===== src/hdl/adfe_pkg.sv =====
package adfe_pkg;

    // Widths of the fixed result fields.
    localparam int BYTE_W  = 8;
    localparam int FIELD_W = 5;

    // Structure types of interest inside the advertising payload.
    localparam logic [BYTE_W-1:0] TYPE_NAME_SHORT = 8'h08;
    localparam logic [BYTE_W-1:0] TYPE_NAME_FULL  = 8'h09;
    localparam logic [BYTE_W-1:0] TYPE_MFG        = 8'hFF;

    // Kind of a result item.
    typedef enum logic [1:0] {
        KIND_NAME = 2'd0,
        KIND_MFG  = 2'd1,
        KIND_SUM  = 2'd2
    } kind_t;

    // Commands from the controller to the datapath.
    typedef struct packed {
        logic load;       // store an accepted input byte
        logic walk_init;  // rewind the walk and clear the field records
        logic rd_len;     // read the length byte at the walk position
        logic len_step;   // take the length, read the type byte
        logic type_step;  // evaluate the type, skip over the structure
        logic emit_init;  // choose the first field to emit
        logic emit_req;   // read the store for the current result item
        logic emit_next;  // the current result item was taken
    } cmd_t;

    // Status from the datapath to the controller.
    typedef struct packed {
        logic walk_more;  // at least two bytes remain in the walk
        logic len_bad;    // zero length or structure overruns the payload
        logic emit_last;  // the current result item is the summary
    } status_t;

endpackage


===== src/hdl/adfe_ram.sv =====
module adfe_ram #(
    parameter int WIDTH = 8,
    parameter int DEPTH = 31
) (
    input  logic                     clk,
    input  logic                     wr_en,
    input  logic [$clog2(DEPTH)-1:0] wr_addr,
    input  logic [WIDTH-1:0]         wr_data,
    input  logic                     rd_en,
    input  logic [$clog2(DEPTH)-1:0] rd_addr,
    output logic [WIDTH-1:0]         rd_data
);

    logic [WIDTH-1:0] mem_reg [DEPTH];
    logic [WIDTH-1:0] rd_data_reg;

    // One write port and one registered read port; read data holds between reads.
    always_ff @(posedge clk)
    begin
        if (wr_en)
        begin
            mem_reg[wr_addr] <= wr_data;
        end
        if (rd_en)
        begin
            rd_data_reg <= mem_reg[rd_addr];
        end
    end

    assign rd_data = rd_data_reg;

endmodule


===== src/hdl/adfe_ctrl.sv =====
module adfe_ctrl (
    input  logic              clk,
    input  logic              rst_n,
    input  logic              in_valid,
    input  logic              final_byte,
    input  logic              out_ready,
    input  adfe_pkg::status_t status,
    output logic              in_ready,
    output logic              out_valid,
    output adfe_pkg::cmd_t    cmd
);

    typedef enum logic [5:0] {
        S_LOAD  = 6'b000001,
        S_RLEN  = 6'b000010,
        S_WLEN  = 6'b000100,
        S_WTYPE = 6'b001000,
        S_EREQ  = 6'b010000,
        S_EOUT  = 6'b100000
    } state_t;

    state_t state_reg;
    state_t state_next;

    // Next state and commands.
    always_comb
    begin
        state_next = state_reg;
        cmd        = '0;
        in_ready   = 1'b0;
        out_valid  = 1'b0;
        unique case (state_reg)
            S_LOAD:
            begin
                in_ready = 1'b1;
                if (in_valid)
                begin
                    cmd.load = 1'b1;
                    if (final_byte)
                    begin
                        cmd.walk_init = 1'b1;
                        state_next    = S_RLEN;
                    end
                end
            end
            S_RLEN:
            begin
                if (status.walk_more)
                begin
                    cmd.rd_len = 1'b1;
                    state_next = S_WLEN;
                end
                else
                begin
                    cmd.emit_init = 1'b1;
                    state_next    = S_EREQ;
                end
            end
            S_WLEN:
            begin
                if (status.len_bad)
                begin
                    cmd.emit_init = 1'b1;
                    state_next    = S_EREQ;
                end
                else
                begin
                    cmd.len_step = 1'b1;
                    state_next   = S_WTYPE;
                end
            end
            S_WTYPE:
            begin
                cmd.type_step = 1'b1;
                state_next    = S_RLEN;
            end
            S_EREQ:
            begin
                cmd.emit_req = 1'b1;
                state_next   = S_EOUT;
            end
            S_EOUT:
            begin
                out_valid = 1'b1;
                if (out_ready)
                begin
                    cmd.emit_next = 1'b1;
                    state_next    = status.emit_last ? S_LOAD : S_EREQ;
                end
            end
            default:
            begin
                state_next = S_LOAD;
            end
        endcase
    end

    // State register.
    always_ff @(posedge clk or negedge rst_n)
    begin
        if (!rst_n)
        begin
            state_reg <= S_LOAD;
        end
        else
        begin
            state_reg <= state_next;
        end
    end

endmodule


===== src/hdl/adfe_dpath.sv =====
module adfe_dpath #(
    parameter int MAX_PAYLOAD = 31,
    parameter int MAX_NAME    = 31
) (
    input  logic                               clk,
    input  logic                               rst_n,
    input  adfe_pkg::cmd_t                     cmd,
    input  logic [adfe_pkg::BYTE_W-1:0]        ad_byte,
    output adfe_pkg::status_t                  status,
    output logic [1:0]                         kind,
    output logic [adfe_pkg::BYTE_W-1:0]        value,
    output logic [adfe_pkg::FIELD_W-1:0]       position,
    output logic [adfe_pkg::FIELD_W-1:0]       name_length,
    output logic [adfe_pkg::FIELD_W-1:0]       mfg_length,
    output logic                               overflowed,
    output logic                               run_end
);

    localparam int CW = $clog2(MAX_PAYLOAD + 1);
    localparam int AW = $clog2(MAX_PAYLOAD);

    logic [CW-1:0]   cnt_reg;
    logic            ovf_reg;
    logic [CW-1:0]   pos_reg;
    logic [CW-1:0]   len_reg;
    logic [CW-1:0]   name_off_reg;
    logic [CW-1:0]   name_cnt_reg;
    logic [CW-1:0]   mfg_off_reg;
    logic [CW-1:0]   mfg_cnt_reg;
    logic [CW-1:0]   idx_reg;
    adfe_pkg::kind_t kind_reg;

    logic                        full;
    logic [CW-1:0]               pos_inc;
    logic [CW-1:0]               remain;
    logic [CW-1:0]               dlen;
    logic [CW-1:0]               name_clamp;
    logic [CW-1:0]               idx_inc;
    logic [CW-1:0]               base;
    logic                        is_name;
    logic                        wr_en;
    logic                        rd_en;
    logic [AW-1:0]               rd_addr;
    logic [adfe_pkg::BYTE_W-1:0] rd_data;

    // Payload store.
    adfe_ram #(
        .WIDTH (adfe_pkg::BYTE_W),
        .DEPTH (MAX_PAYLOAD)
    ) u_store (
        .clk     (clk),
        .wr_en   (wr_en),
        .wr_addr (cnt_reg[AW-1:0]),
        .wr_data (ad_byte),
        .rd_en   (rd_en),
        .rd_addr (rd_addr),
        .rd_data (rd_data)
    );

    // Walk arithmetic. The walk position never passes the loaded count.
    assign full       = (cnt_reg == CW'(MAX_PAYLOAD));
    assign wr_en      = cmd.load && !full;
    assign pos_inc    = pos_reg + 1'b1;
    assign remain     = cnt_reg - pos_inc;
    assign dlen       = len_reg - 1'b1;
    assign name_clamp = (32'(dlen) > MAX_NAME) ? CW'(MAX_NAME) : dlen;
    assign is_name    = ((rd_data == adfe_pkg::TYPE_NAME_FULL)
                        || (rd_data == adfe_pkg::TYPE_NAME_SHORT)) && (dlen != '0);
    assign idx_inc    = idx_reg + 1'b1;
    assign base       = (kind_reg == adfe_pkg::KIND_MFG) ? mfg_off_reg : name_off_reg;

    // Store read port: length, type or emitted byte.
    assign rd_en = cmd.rd_len || cmd.len_step || cmd.emit_req;
    always_comb
    begin
        if (cmd.emit_req)
        begin
            rd_addr = AW'(base + idx_reg);
        end
        else if (cmd.len_step)
        begin
            rd_addr = AW'(pos_inc);
        end
        else
        begin
            rd_addr = AW'(pos_reg);
        end
    end

    // Status for the controller. The position is checked against the count as well,
    // so a wrapped remaining count is ignored when the walk ends exactly at the loaded count.
    assign status.walk_more = (pos_reg < cnt_reg) && (remain != '0);
    assign status.len_bad   = (rd_data == '0) || (8'(remain) < rd_data);
    assign status.emit_last = (kind_reg == adfe_pkg::KIND_SUM);

    // Load, walk and emission registers.
    always_ff @(posedge clk or negedge rst_n)
    begin
        if (!rst_n)
        begin
            cnt_reg      <= '0;
            ovf_reg      <= 1'b0;
            pos_reg      <= '0;
            len_reg      <= '0;
            name_off_reg <= '0;
            name_cnt_reg <= '0;
            mfg_off_reg  <= '0;
            mfg_cnt_reg  <= '0;
            idx_reg      <= '0;
            kind_reg     <= adfe_pkg::KIND_SUM;
        end
        else
        begin
            if (cmd.load)
            begin
                if (full)
                begin
                    ovf_reg <= 1'b1;
                end
                else
                begin
                    cnt_reg <= cnt_reg + 1'b1;
                end
            end
            if (cmd.walk_init)
            begin
                pos_reg      <= '0;
                name_off_reg <= '0;
                name_cnt_reg <= '0;
                mfg_off_reg  <= '0;
                mfg_cnt_reg  <= '0;
            end
            if (cmd.len_step)
            begin
                pos_reg <= pos_inc;
                len_reg <= CW'(rd_data);
            end
            if (cmd.type_step)
            begin
                if (is_name)
                begin
                    name_off_reg <= pos_inc;
                    name_cnt_reg <= name_clamp;
                end
                else if (rd_data == adfe_pkg::TYPE_MFG)
                begin
                    mfg_off_reg <= pos_inc;
                    mfg_cnt_reg <= dlen;
                end
                pos_reg <= pos_reg + len_reg;
            end
            if (cmd.emit_init)
            begin
                idx_reg <= '0;
                if (name_cnt_reg != '0)
                begin
                    kind_reg <= adfe_pkg::KIND_NAME;
                end
                else if (mfg_cnt_reg != '0)
                begin
                    kind_reg <= adfe_pkg::KIND_MFG;
                end
                else
                begin
                    kind_reg <= adfe_pkg::KIND_SUM;
                end
            end
            if (cmd.emit_next)
            begin
                case (kind_reg)
                    adfe_pkg::KIND_NAME:
                    begin
                        if (idx_inc < name_cnt_reg)
                        begin
                            idx_reg <= idx_inc;
                        end
                        else
                        begin
                            idx_reg  <= '0;
                            kind_reg <= (mfg_cnt_reg != '0) ? adfe_pkg::KIND_MFG
                                                            : adfe_pkg::KIND_SUM;
                        end
                    end
                    adfe_pkg::KIND_MFG:
                    begin
                        if (idx_inc < mfg_cnt_reg)
                        begin
                            idx_reg <= idx_inc;
                        end
                        else
                        begin
                            idx_reg  <= '0;
                            kind_reg <= adfe_pkg::KIND_SUM;
                        end
                    end
                    default:
                    begin
                        // Summary taken: ready for the next payload.
                        cnt_reg <= '0;
                        ovf_reg <= 1'b0;
                    end
                endcase
            end
        end
    end

    // Result fields.
    assign kind        = kind_reg;
    assign value       = (kind_reg == adfe_pkg::KIND_SUM) ? '0 : rd_data;
    assign position    = adfe_pkg::FIELD_W'(idx_reg);
    assign name_length = adfe_pkg::FIELD_W'(name_cnt_reg);
    assign mfg_length  = adfe_pkg::FIELD_W'(mfg_cnt_reg);
    assign overflowed  = ovf_reg;
    assign run_end     = (kind_reg == adfe_pkg::KIND_SUM);

endmodule


===== src/hdl/adv_data_field_extractor.sv =====
// Channel  Handshake             Payload
// input    in_valid / in_ready   ad_byte, final_byte
// output   out_valid / out_ready kind, value, position, name_length, mfg_length,
//                                overflowed, run_end
//
// A byte is taken whenever in_valid is high in S_LOAD; input is held off from the final byte until the
// summary item has been taken.
// The walk reads the store through its single registered port: each length-type-value structure passes
// S_RLEN, S_WLEN and S_WTYPE; the walk ends in S_RLEN, or in S_WLEN when a bad length ends it.
// Each result item is a store read in S_EREQ, then a hold on the output in S_EOUT until
// out_ready is high; a stalled output simply holds the item.
// Reset clears all control state; the payload store needs no clearing.
module adv_data_field_extractor #(
    parameter int MAX_PAYLOAD = 31,
    parameter int MAX_NAME    = 31
) (
    input  logic                         clk,
    input  logic                         rst_n,
    input  logic                         in_valid,
    output logic                         in_ready,
    input  logic [adfe_pkg::BYTE_W-1:0]  ad_byte,
    input  logic                         final_byte,
    output logic                         out_valid,
    input  logic                         out_ready,
    output logic [1:0]                   kind,
    output logic [adfe_pkg::BYTE_W-1:0]  value,
    output logic [adfe_pkg::FIELD_W-1:0] position,
    output logic [adfe_pkg::FIELD_W-1:0] name_length,
    output logic [adfe_pkg::FIELD_W-1:0] mfg_length,
    output logic                         overflowed,
    output logic                         run_end
);

    adfe_pkg::cmd_t    cmd;
    adfe_pkg::status_t status;

    // Controller.
    adfe_ctrl u_ctrl (
        .clk        (clk),
        .rst_n      (rst_n),
        .in_valid   (in_valid),
        .final_byte (final_byte),
        .out_ready  (out_ready),
        .status     (status),
        .in_ready   (in_ready),
        .out_valid  (out_valid),
        .cmd        (cmd)
    );

    // Datapath with the payload store.
    adfe_dpath #(
        .MAX_PAYLOAD (MAX_PAYLOAD),
        .MAX_NAME    (MAX_NAME)
    ) u_dpath (
        .clk         (clk),
        .rst_n       (rst_n),
        .cmd         (cmd),
        .ad_byte     (ad_byte),
        .status      (status),
        .kind        (kind),
        .value       (value),
        .position    (position),
        .name_length (name_length),
        .mfg_length  (mfg_length),
        .overflowed  (overflowed),
        .run_end     (run_end)
    );

    // Input and output never run at the same time.
    assert property (@(posedge clk) disable iff (!rst_n) out_valid |-> !in_ready)
        else $error("input accepted while a result item is pending");

    // A name byte lies inside the kept name.
    assert property (@(posedge clk) disable iff (!rst_n)
        (out_valid && kind == adfe_pkg::KIND_NAME) |-> (position < name_length))
        else $error("name byte position beyond name length");

    // A manufacturer byte lies inside the kept manufacturer data.
    assert property (@(posedge clk) disable iff (!rst_n)
        (out_valid && kind == adfe_pkg::KIND_MFG) |-> (position < mfg_length))
        else $error("manufacturer byte position beyond data length");

    // After the summary is taken the block waits for a new payload.
    assert property (@(posedge clk) disable iff (!rst_n)
        (out_valid && out_ready && run_end) |=> (in_ready && !out_valid))
        else $error("block did not return to loading after the summary");

endmodule


===== config.mk =====
export PLATFORM = sky130hd
export DESIGN_NAME = adv_data_field_extractor
export DESIGN_NICKNAME = d
export VERILOG_FILES = /design/src/hdl/adfe_pkg.sv /design/src/hdl/adfe_ram.sv /design/src/hdl/adfe_ctrl.sv /design/src/hdl/adfe_dpath.sv /design/src/hdl/adv_data_field_extractor.sv
export SDC_FILE = /design/constraint.sdc
export NUM_CORES = 1
export LEC_CHECK = 0
export BUFFER_PORTS_ARGS = -buffer_cell sky130_fd_sc_hd__buf_2
export CORE_UTILIZATION = 51
export CTS_CLUSTER_DIAMETER = 30
export DETAILED_ROUTE_END_ITERATION = 7
export MAX_ROUTING_LAYER = met4
export PLACE_DENSITY = 0.67
export SETUP_SLACK_MARGIN = 0.2
export SYNTH_ARGS = -nofsm -noshare
export SYNTH_HDL_FRONTEND = slang
export SYNTH_SLANG_ARGS = --single-unit

===== constraint.sdc =====
create_clock -name clk -period 5.5 [get_ports clk]
set_clock_uncertainty 0.1 [all_clocks]
set_input_delay 0.55 -clock clk [delete_from_list [all_inputs] [get_ports clk]]
set_output_delay 0.55 -clock clk [all_outputs]
set_load 0.05 [all_outputs]

==> results.md, run 1 <==
* Outcome: complete, but fails checks
* Failing checks: negative hold slack
* CP bufs+invs at 4
* Gpl congestion at 0.887
* Layout cells sized above 1 at 17.0%
* Ys flop type: edfxtp_1
* Mapped Nets at 1,101
* Fin Setup TNS at 0 ps
* Wire per inst at 22.0 µm
* Syn avg cell area at 13.4 µm²
* Clk pin slew, worst setup/hold paths at 50 ps
* Fmax at 0.195 GHz
* FP Rows at 60
* Iter 0 DRT Violations at 681
* Count of different cell masters after synthesis at 78
* Die X at 168 µm
* Antenna violations before repair at 0
* Final Critical Period at 5130 ps
* Fraction of registers with async set/reset at 16.1%
* Slew @ Worst Pin at 906 ps
* Critical Path AT at 5320 ps
* Clock latency on the worst-skew pair at 570 ps
* Clk buf depth at 3
* Core Footprint at 27,000 µm²
* Final Hold Vio Count at 3
* Total global routing overflow at 0
* Yosys top cell by area: edfxtp_1
* Sinks on the clock net at 305
* Warning count from the yosys run at 0
* CP Capture Type: flip-flop
* Hold_ws at -7.86 ps
* Slew headroom at 39.4%
* Layout net count at 1,174
* Startpoint Class: flip-flop
* RSZ-0062 raised after global routing: false
* Critical path, cell by cell: ha_4 -> nor2b_2 -> nor2_1 -> ha_1 -> nor2_1 -> a221oi_1 -> or3_1 -> nand2_1 -> ha_1 -> or2_2 -> o311a_4 -> and3_1 -> ha_1 -> inv_1 -> mux2i_4 -> buf_12 -> buf_4 -> buf_12 -> nand2_1 -> nand2_1 -> o211ai_1 -> a21oi_1 -> o41a_1
* DRT Pass-1 Iters at 5
* Area Growth Syn to Fin at 18.7%
* Full die area at 28,200 µm²
* Max reg flops at 248
* Worst EP required at 5700 ps
* # fillers at 2,047
* CP delay by family, top: simple AND/OR/NAND/NOR gates
* Final WS setup at 373 ps
* Top-count cell post-synth: edfxtp_1
* TritonCTS clock tree: done
* Routed Antenna Nets at 0
* R2r endpoint: u_dpath.u_store.rd_data[7]
* Top cells by count, synth: 256 x edfxtp_1, 126 x mux2i_1, 106 x nand2_1
* Vias per cell at 5.86
* DRC viols at 0
* Pleak at 6.72 nW
* Placed cells at 1,404
* Peak VDD IR at 305 µV
* All-Layer GR Usage at 24.4%
* Final Slew Violations at 0
* Final number of setup-violating endpoints at 0
* EDFF count, synth at 256
* Initial core utilization at 52.0%
* Finished Layout Cells at 1,511
* Port bufs at 41
* Top post-synthesis cells by area: edfxtp_1 55%, mux2i_1 9.0%, dfrtp_1 8.4%
* HPWL Detailed at 21.0 mm
* TritonCTS buffer count at 55
* H-tree depth at 2
* Root Buffer: clkbuf_16
* Tcrit/Tclk final at 93.2%
* Pin count of the biggest net entering global routing at 59
* Via count at 8,855
* Die height at 168 µm
* Synth Register Bits at 305
* Place WS at 281 ps
* Synth top area share at 54.7%
* CP max-delay cell: dfrtp_1
* Final Util at 61.8%
* Sequential share of the synthesized area at 63.4%
* Max FO, Critical Path at 23
* Reg2Reg Setup Slack at 370 ps
* Cell Area, Synth at 14,100 µm²
* Vias in the first global route at 8,633
* Max-cap violations at 0
* Num ports at 42
* Hold Crit Class: input port to async pin
* R2R Path Start: u_dpath.pos_reg[1]
* Critical setup path kind: flip-flop to flip-flop
* PwrDens at 423 nW/µm²
* R2R depth at 23
* Cells after Synth at 1,050
* First-pass GRT wire length at 50.5 mm
* WL final at 33.3 mm
* N_diodes at 0
* Largest stage delay, worst path at 460 ps
[how the worst max path moves through the flow]
| stage | cells after the start | slack [ps] | to | start |
|---|---|---|---|---|
| after floorplan | 21 | 840 | u_dpath.u_store.rd_data[3] | u_dpath.pos_reg[0] |
| after global placement | 21 | 360 | u_dpath.u_store.rd_data[2] | u_dpath.pos_reg[1] |
| after detailed placement | 21 | 280 | u_dpath.u_store.rd_data[2] | u_dpath.pos_reg[1] |
| after CTS | 21 | 300 | u_dpath.u_store.rd_data[2] | u_dpath.pos_reg[1] |
| after global routing | 23 | 150 | u_dpath.u_store.rd_data[4] | u_dpath.pos_reg[1] |
| final | 23 | 370 | u_dpath.u_store.rd_data[7] | u_dpath.pos_reg[1] |
[where the power goes]
part / leakage [nW] / switching (W) / internal (W)
combinational: 2.83 / 0.000585 / 0.000264
sequential: 2.96 / 0.000108 / 0.00263
clock: 0.928 / 0.00118 / 0.00229
[placed cells by master (no fill, tap or decap), types with 15 or more instances in the layout]
| master | synthesis | final |
|---|---|---|
| edfxtp_1 | 256 | 256 |
| mux2i_1 | 126 | 125 |
| nand2_1 | 106 | 106 |
| nor2_1 | 67 | 67 |
| clkbuf_16 | 0 | 56 |
| dfrtp_1 | 47 | 47 |
| nand3_1 | 42 | 42 |
| buf_2 | 18 | 41 |
| o21ai_0 | 36 | 36 |
| ha_1 | 36 | 35 |
| inv_1 | 34 | 34 |
| a21oi_1 | 35 | 34 |
| and2_1 | 22 | 22 |
| a211oi_1 | 21 | 21 |
| xnor2_1 | 15 | 15 |
| buf_4 | 8 | 15 |
[cell families after synthesis]
family                     after synthesis  synth area share (%)
DFF                                    305                  63.4
and+or+nand+nor                        292                  10.0
AOI/OAI and AO/OA                      172                  8.81
muxes                                  133                  9.53
buffers and inverters                   85                  3.11
adders and majority gates               38                  3.49
xor gates and xnor gates                25                  1.65
[cell type report]
class | count | area (µm²) | share of cell area (%)
multi-input combinational | 661 | 4770 | 28.6
inverter | 35 | 131 | 0.787
clock buffer | 64 | 1450 | 8.69
clock inverter | 40 | 504 | 3.02
tap | 341 | 427 | 2.56
timing repair buffer | 65 | 498 | 2.98
sequential | 305 | 8920 | 53.4
[repair_timing]
item / CTS / global route
buffers inserted: 0 / 2
hold buffers: 0 / 0
setup endpoints to repair: 0 / 8
gates resized for setup: 0 / 7
[per-layer routing]
| metal | GRT usage (%) | up-vias | share of wire, % |
|---|---|---|---|
| li1 | - | 4096 | - |
| met1 | 32.4 | 4384 | 44 |
| met2 | 38.5 | 298 | 47 |
| met3 | 3.71 | 77 | 6.0 |
| met4 | 8.74 | 0 | 3.0 |
| met5 | - | - | 0 |
[through the flow]
step | total power [W] | cell area, µm²
CTS | 0.00707 | 16600
global route | 0.00729 | 16700
finish | 0.00706 | 16700
global placement | 0.00359 | 14700
detailed placement | 0.00360 | 14700
floorplan | 0.00334 | 14100
Power figures use the tool's default switching activity.
==> run 2, diff against run 1 <==
--- a/config.mk
+++ b/config.mk
@@ -6,11 +6,13 @@
 export NUM_CORES = 1
 export LEC_CHECK = 0
 export BUFFER_PORTS_ARGS = -buffer_cell sky130_fd_sc_hd__buf_2
-export CORE_UTILIZATION = 51
+export CELL_PAD_IN_SITES_DETAIL_PLACEMENT = 2
+export CELL_PAD_IN_SITES_GLOBAL_PLACEMENT = 2
+export CORE_UTILIZATION = 45
 export CTS_CLUSTER_DIAMETER = 30
 export DETAILED_ROUTE_END_ITERATION = 7
 export MAX_ROUTING_LAYER = met4
-export PLACE_DENSITY = 0.67
+export PLACE_DENSITY_LB_ADDON = 0.1
 export SETUP_SLACK_MARGIN = 0.2
 export SYNTH_ARGS = -nofsm -noshare
 export SYNTH_HDL_FRONTEND = slang
==> run 2 against run 1 <==
  * The flow finishes with violations (negative hold slack, negative setup slack)
  * Routed wire length rose by 72%
  * Hold slack gained 7.3 ps
  * Non-clock buffer count rose by 28
  * Final area is 7.5% higher
  * Clock power is 35% higher
  * Total power increased by 21%
  * First-iteration DRC count grew 16%
  * Sequential power about the same
  * Largest cell class unchanged
==> results.md, run 2 (synthesis gave the netlist of run 1 again) <==
* Place WS at 90.0 ps (-191 ps)
* Total global routing overflow at 0 (unchanged)
* Critical setup path kind: flip-flop to flip-flop
* Final Hold Vio Count at 1 (-2)
* Routed Antenna Nets at 0 (unchanged)
* All-Layer GR Usage at 34.3% (+9.9 points)
* Pin count of the biggest net entering global routing at 50 (-15%)
* Switch Pwr at 0.00243 W (+29%)
* Metal3 WL at 3.08 mm (+55%)
* Largest stage delay, worst path at 490 ps (+30 ps)
* Vias in the first global route at 11,100 (+28%)
* R2R depth at 22 (-4.3%)
* TritonCTS clock tree: done
* Clk pin slew, worst setup/hold paths at 50 ps (about the same)
* Seq pwr share at 32.4% (-6.4 points)
* Sw Ratio at 28.5% (+1.9 points)
* Final WS setup at -28.2 ps (-402 ps)
* Max-cap violations at 0 (unchanged)
* Commonest non-fill, non-tap cell in the layout: edfxtp_1
* N_diodes at 0 (unchanged)
* Antenna violations before repair at 1 (+1)
* Critical Path AT at 5760 ps (+440 ps)
* Die height at 179 µm (+6.4%)
* First-pass GRT wire length at 75.0 mm (+49%)
* Num ports at 42 (unchanged)
* Met2 wire length at 29.2 mm (+86%)
* CP Capture Type: flip-flop
* Outcome: complete, but fails checks
* Gpl congestion at 0.807 (-9.0%)
* Final Slew Violations at 0 (unchanged)
* Placed instance area at 14,700 µm² (+0.43%)
* TritonCTS buffer count at 75 (+36%)
* Worst EP required at 5730 ps (+30 ps)
* Core Footprint at 30,700 µm² (+13%)
* Max FO, Critical Path at 9 (-61%)
* Crit path launch: u_dpath.pos_reg[0]
* # fillers at 2,664 (+30%)
* Vias per cell at 6.27 (+7.0%)
* Root Buffer: clkbuf_16
* Full die area at 32,000 µm² (+13%)
* Comb power frac at 12.9% (+0.9 points)
* Max reg flops at 248 (unchanged)
* WL final at 57.1 mm (+72%)
* Reg2Reg Setup Slack at -30 ps (-400 ps)
* Finished Cell Area at 17,900 µm² (+7.5%)
* Power consumption at 0.00852 W (+21%)
* Layout net count at 1,221 (+4.0%)
* Via count at 10,200 (+15%)
* Pleak at 7.16 nW (+6.4%)
* Initial core utilization at 45.9% (-6.2 points)
* HPWL Detailed at 28.2 mm (+35%)
* Critical path, cell by cell: ha_4 -> nor2b_4 -> nor2_1 -> ha_2 -> nor2_4 -> a221oi_2 -> or3_1 -> nand2_1 -> ha_1 -> or2_2 -> o311a_4 -> and3_4 -> ha_4 -> inv_2 -> mux2i_4 -> buf_6 -> buf_16 -> mux2i_2 -> mux2i_1 -> mux2i_1 -> a22oi_2 -> o41a_1
* H-tree depth at 3 (+1)
* Final number of setup-violating endpoints at 1 (+1)
* Fmax at 0.181 GHz (-7.3%)
* Final Critical Period at 5530 ps (+402 ps)
* Hold_ws at -0.532 ps (+7.33 ps)
* R2r endpoint: u_dpath.u_store.rd_data[2]
* Met1 wire length at 21.8 mm (+50%)
* Slew headroom at 27.2% (-12 points)
* Clock Power Share at 54.8% (+5.6 points)
* Failing checks: negative hold slack, negative setup slack
* DR top layer: met4
* CP max-delay cell: mux2i_4
* PwrDens at 475 nW/µm² (+12%)
* DRC viols at 0 (unchanged)
* Placed cells at 1,464 (+4.3%)
* Die X at 179 µm (+6.4%)
* R2R Path Start: u_dpath.pos_reg[0]
* Final Util at 58.5% (-3.3 points)
* Startpoint Class: flip-flop
* Layout cells sized above 1 at 23.0% (+6.0 points)
* Slew @ Worst Pin at 1090 ps (+182 ps)
* Wire per inst at 35.1 µm (+59%)
* Hold bufs inserted after CTS at 0 (unchanged)
* Commonest cells after routing, fill and taps aside: 256 x edfxtp_1, 106 x nand2_1, 106 x mux2i_1
* Int Pwr at 0.00609 W (+18%)
* Area Growth Syn to Fin at 27.6%
* Hold Crit Class: input port to async pin
* FP Rows at 64 (+6.7%)
* DRT Pass-1 Iters at 8 (+3)
* Clock latency on the worst-skew pair at 590 ps (+20 ps)
* Tcrit/Tclk final at 101% (+7.3 points)
* Peak VDD IR at 493 µV (+62%)
* Sinks on the clock net at 305 (unchanged)
* Iter 0 DRT Violations at 789 (+16%)
* Finished Layout Cells at 1,626 (+7.6%)
* Clk buf depth at 3 (unchanged)
* Port bufs at 41 (unchanged)
[run 2: critical path, delay by kind of cell, from the launching register on]
| family | cells | cell delay [ps] |
|---|---|---|
| buf+inv | 3 | 460 |
| simple gates | 7 | 1430 |
| mux | 4 | 1220 |
| fa+ha+maj | 4 | 1050 |
| flops | 1 | 440 |
| compound gates | 4 | 550 |
[run 2: repair_timing]
action                                 CTS  global route
pin swaps                                5             6
gates resized for setup                 29            42
endpoints found under the hold margin    0             0
setup endpoints to repair                8             8
gates cloned                             5             1
buffers inserted                         6            13
[run 2: cell type report]
cell class | instances | area, µm² | share of cell area [%]
inverter | 35 | 134 | 0.746
tap | 396 | 495 | 2.76
sequential | 305 | 8920 | 49.7
clock inverter | 49 | 583 | 3.25
clock buffer | 88 | 1990 | 11.1
multi-input combinational | 660 | 4990 | 27.8
timing repair buffer | 93 | 830 | 4.62
[run 2: power by group through the flow]
stage / clock network [W] / logic [W] / registers (W)
6_report: 0.00467 / 0.00110 / 0.00276
5_1_grt: 0.00478 / 0.00115 / 0.00276
4_1_cts: 0.00460 / 0.000986 / 0.00275
3_5_place_dp: 0 / 0.000906 / 0.00278
3_3_place_gp: 0 / 0.000866 / 0.00277
2_1_floorplan: 0 / 0.000585 / 0.00276
[run 2: worst max-delay path by stage]
stage / to / slack (ps) / depth (start not counted)
floorplan: u_dpath.u_store.rd_data[3] / 840 / 21
global placement: u_dpath.u_store.rd_data[5] / 320 / 20
detailed placement: u_dpath.u_store.rd_data[2] / 90 / 20
CTS: u_dpath.u_store.rd_data[7] / 210 / 22
global route: u_dpath.u_store.rd_data[2] / -80 / 22
finish: u_dpath.u_store.rd_data[2] / -30 / 22
[run 2: through the flow]
step | hold WS, ps | setup TNS, ps
2_1_floorplan | 154 | 0
3_3_place_gp | 379 | 0
3_5_place_dp | 389 | 0
4_1_cts | 29.7 | 0
5_1_grt | 45.5 | -273
6_report | -0.532 | -28.2
[run 2: metal layers]
layer | track usage (%) | up-vias
met4 | 14.9 | 0
met5 | - | -
met2 | 58.3 | 443
met3 | 6.93 | 188
met1 | 39.2 | 5359
li1 | - | 4205
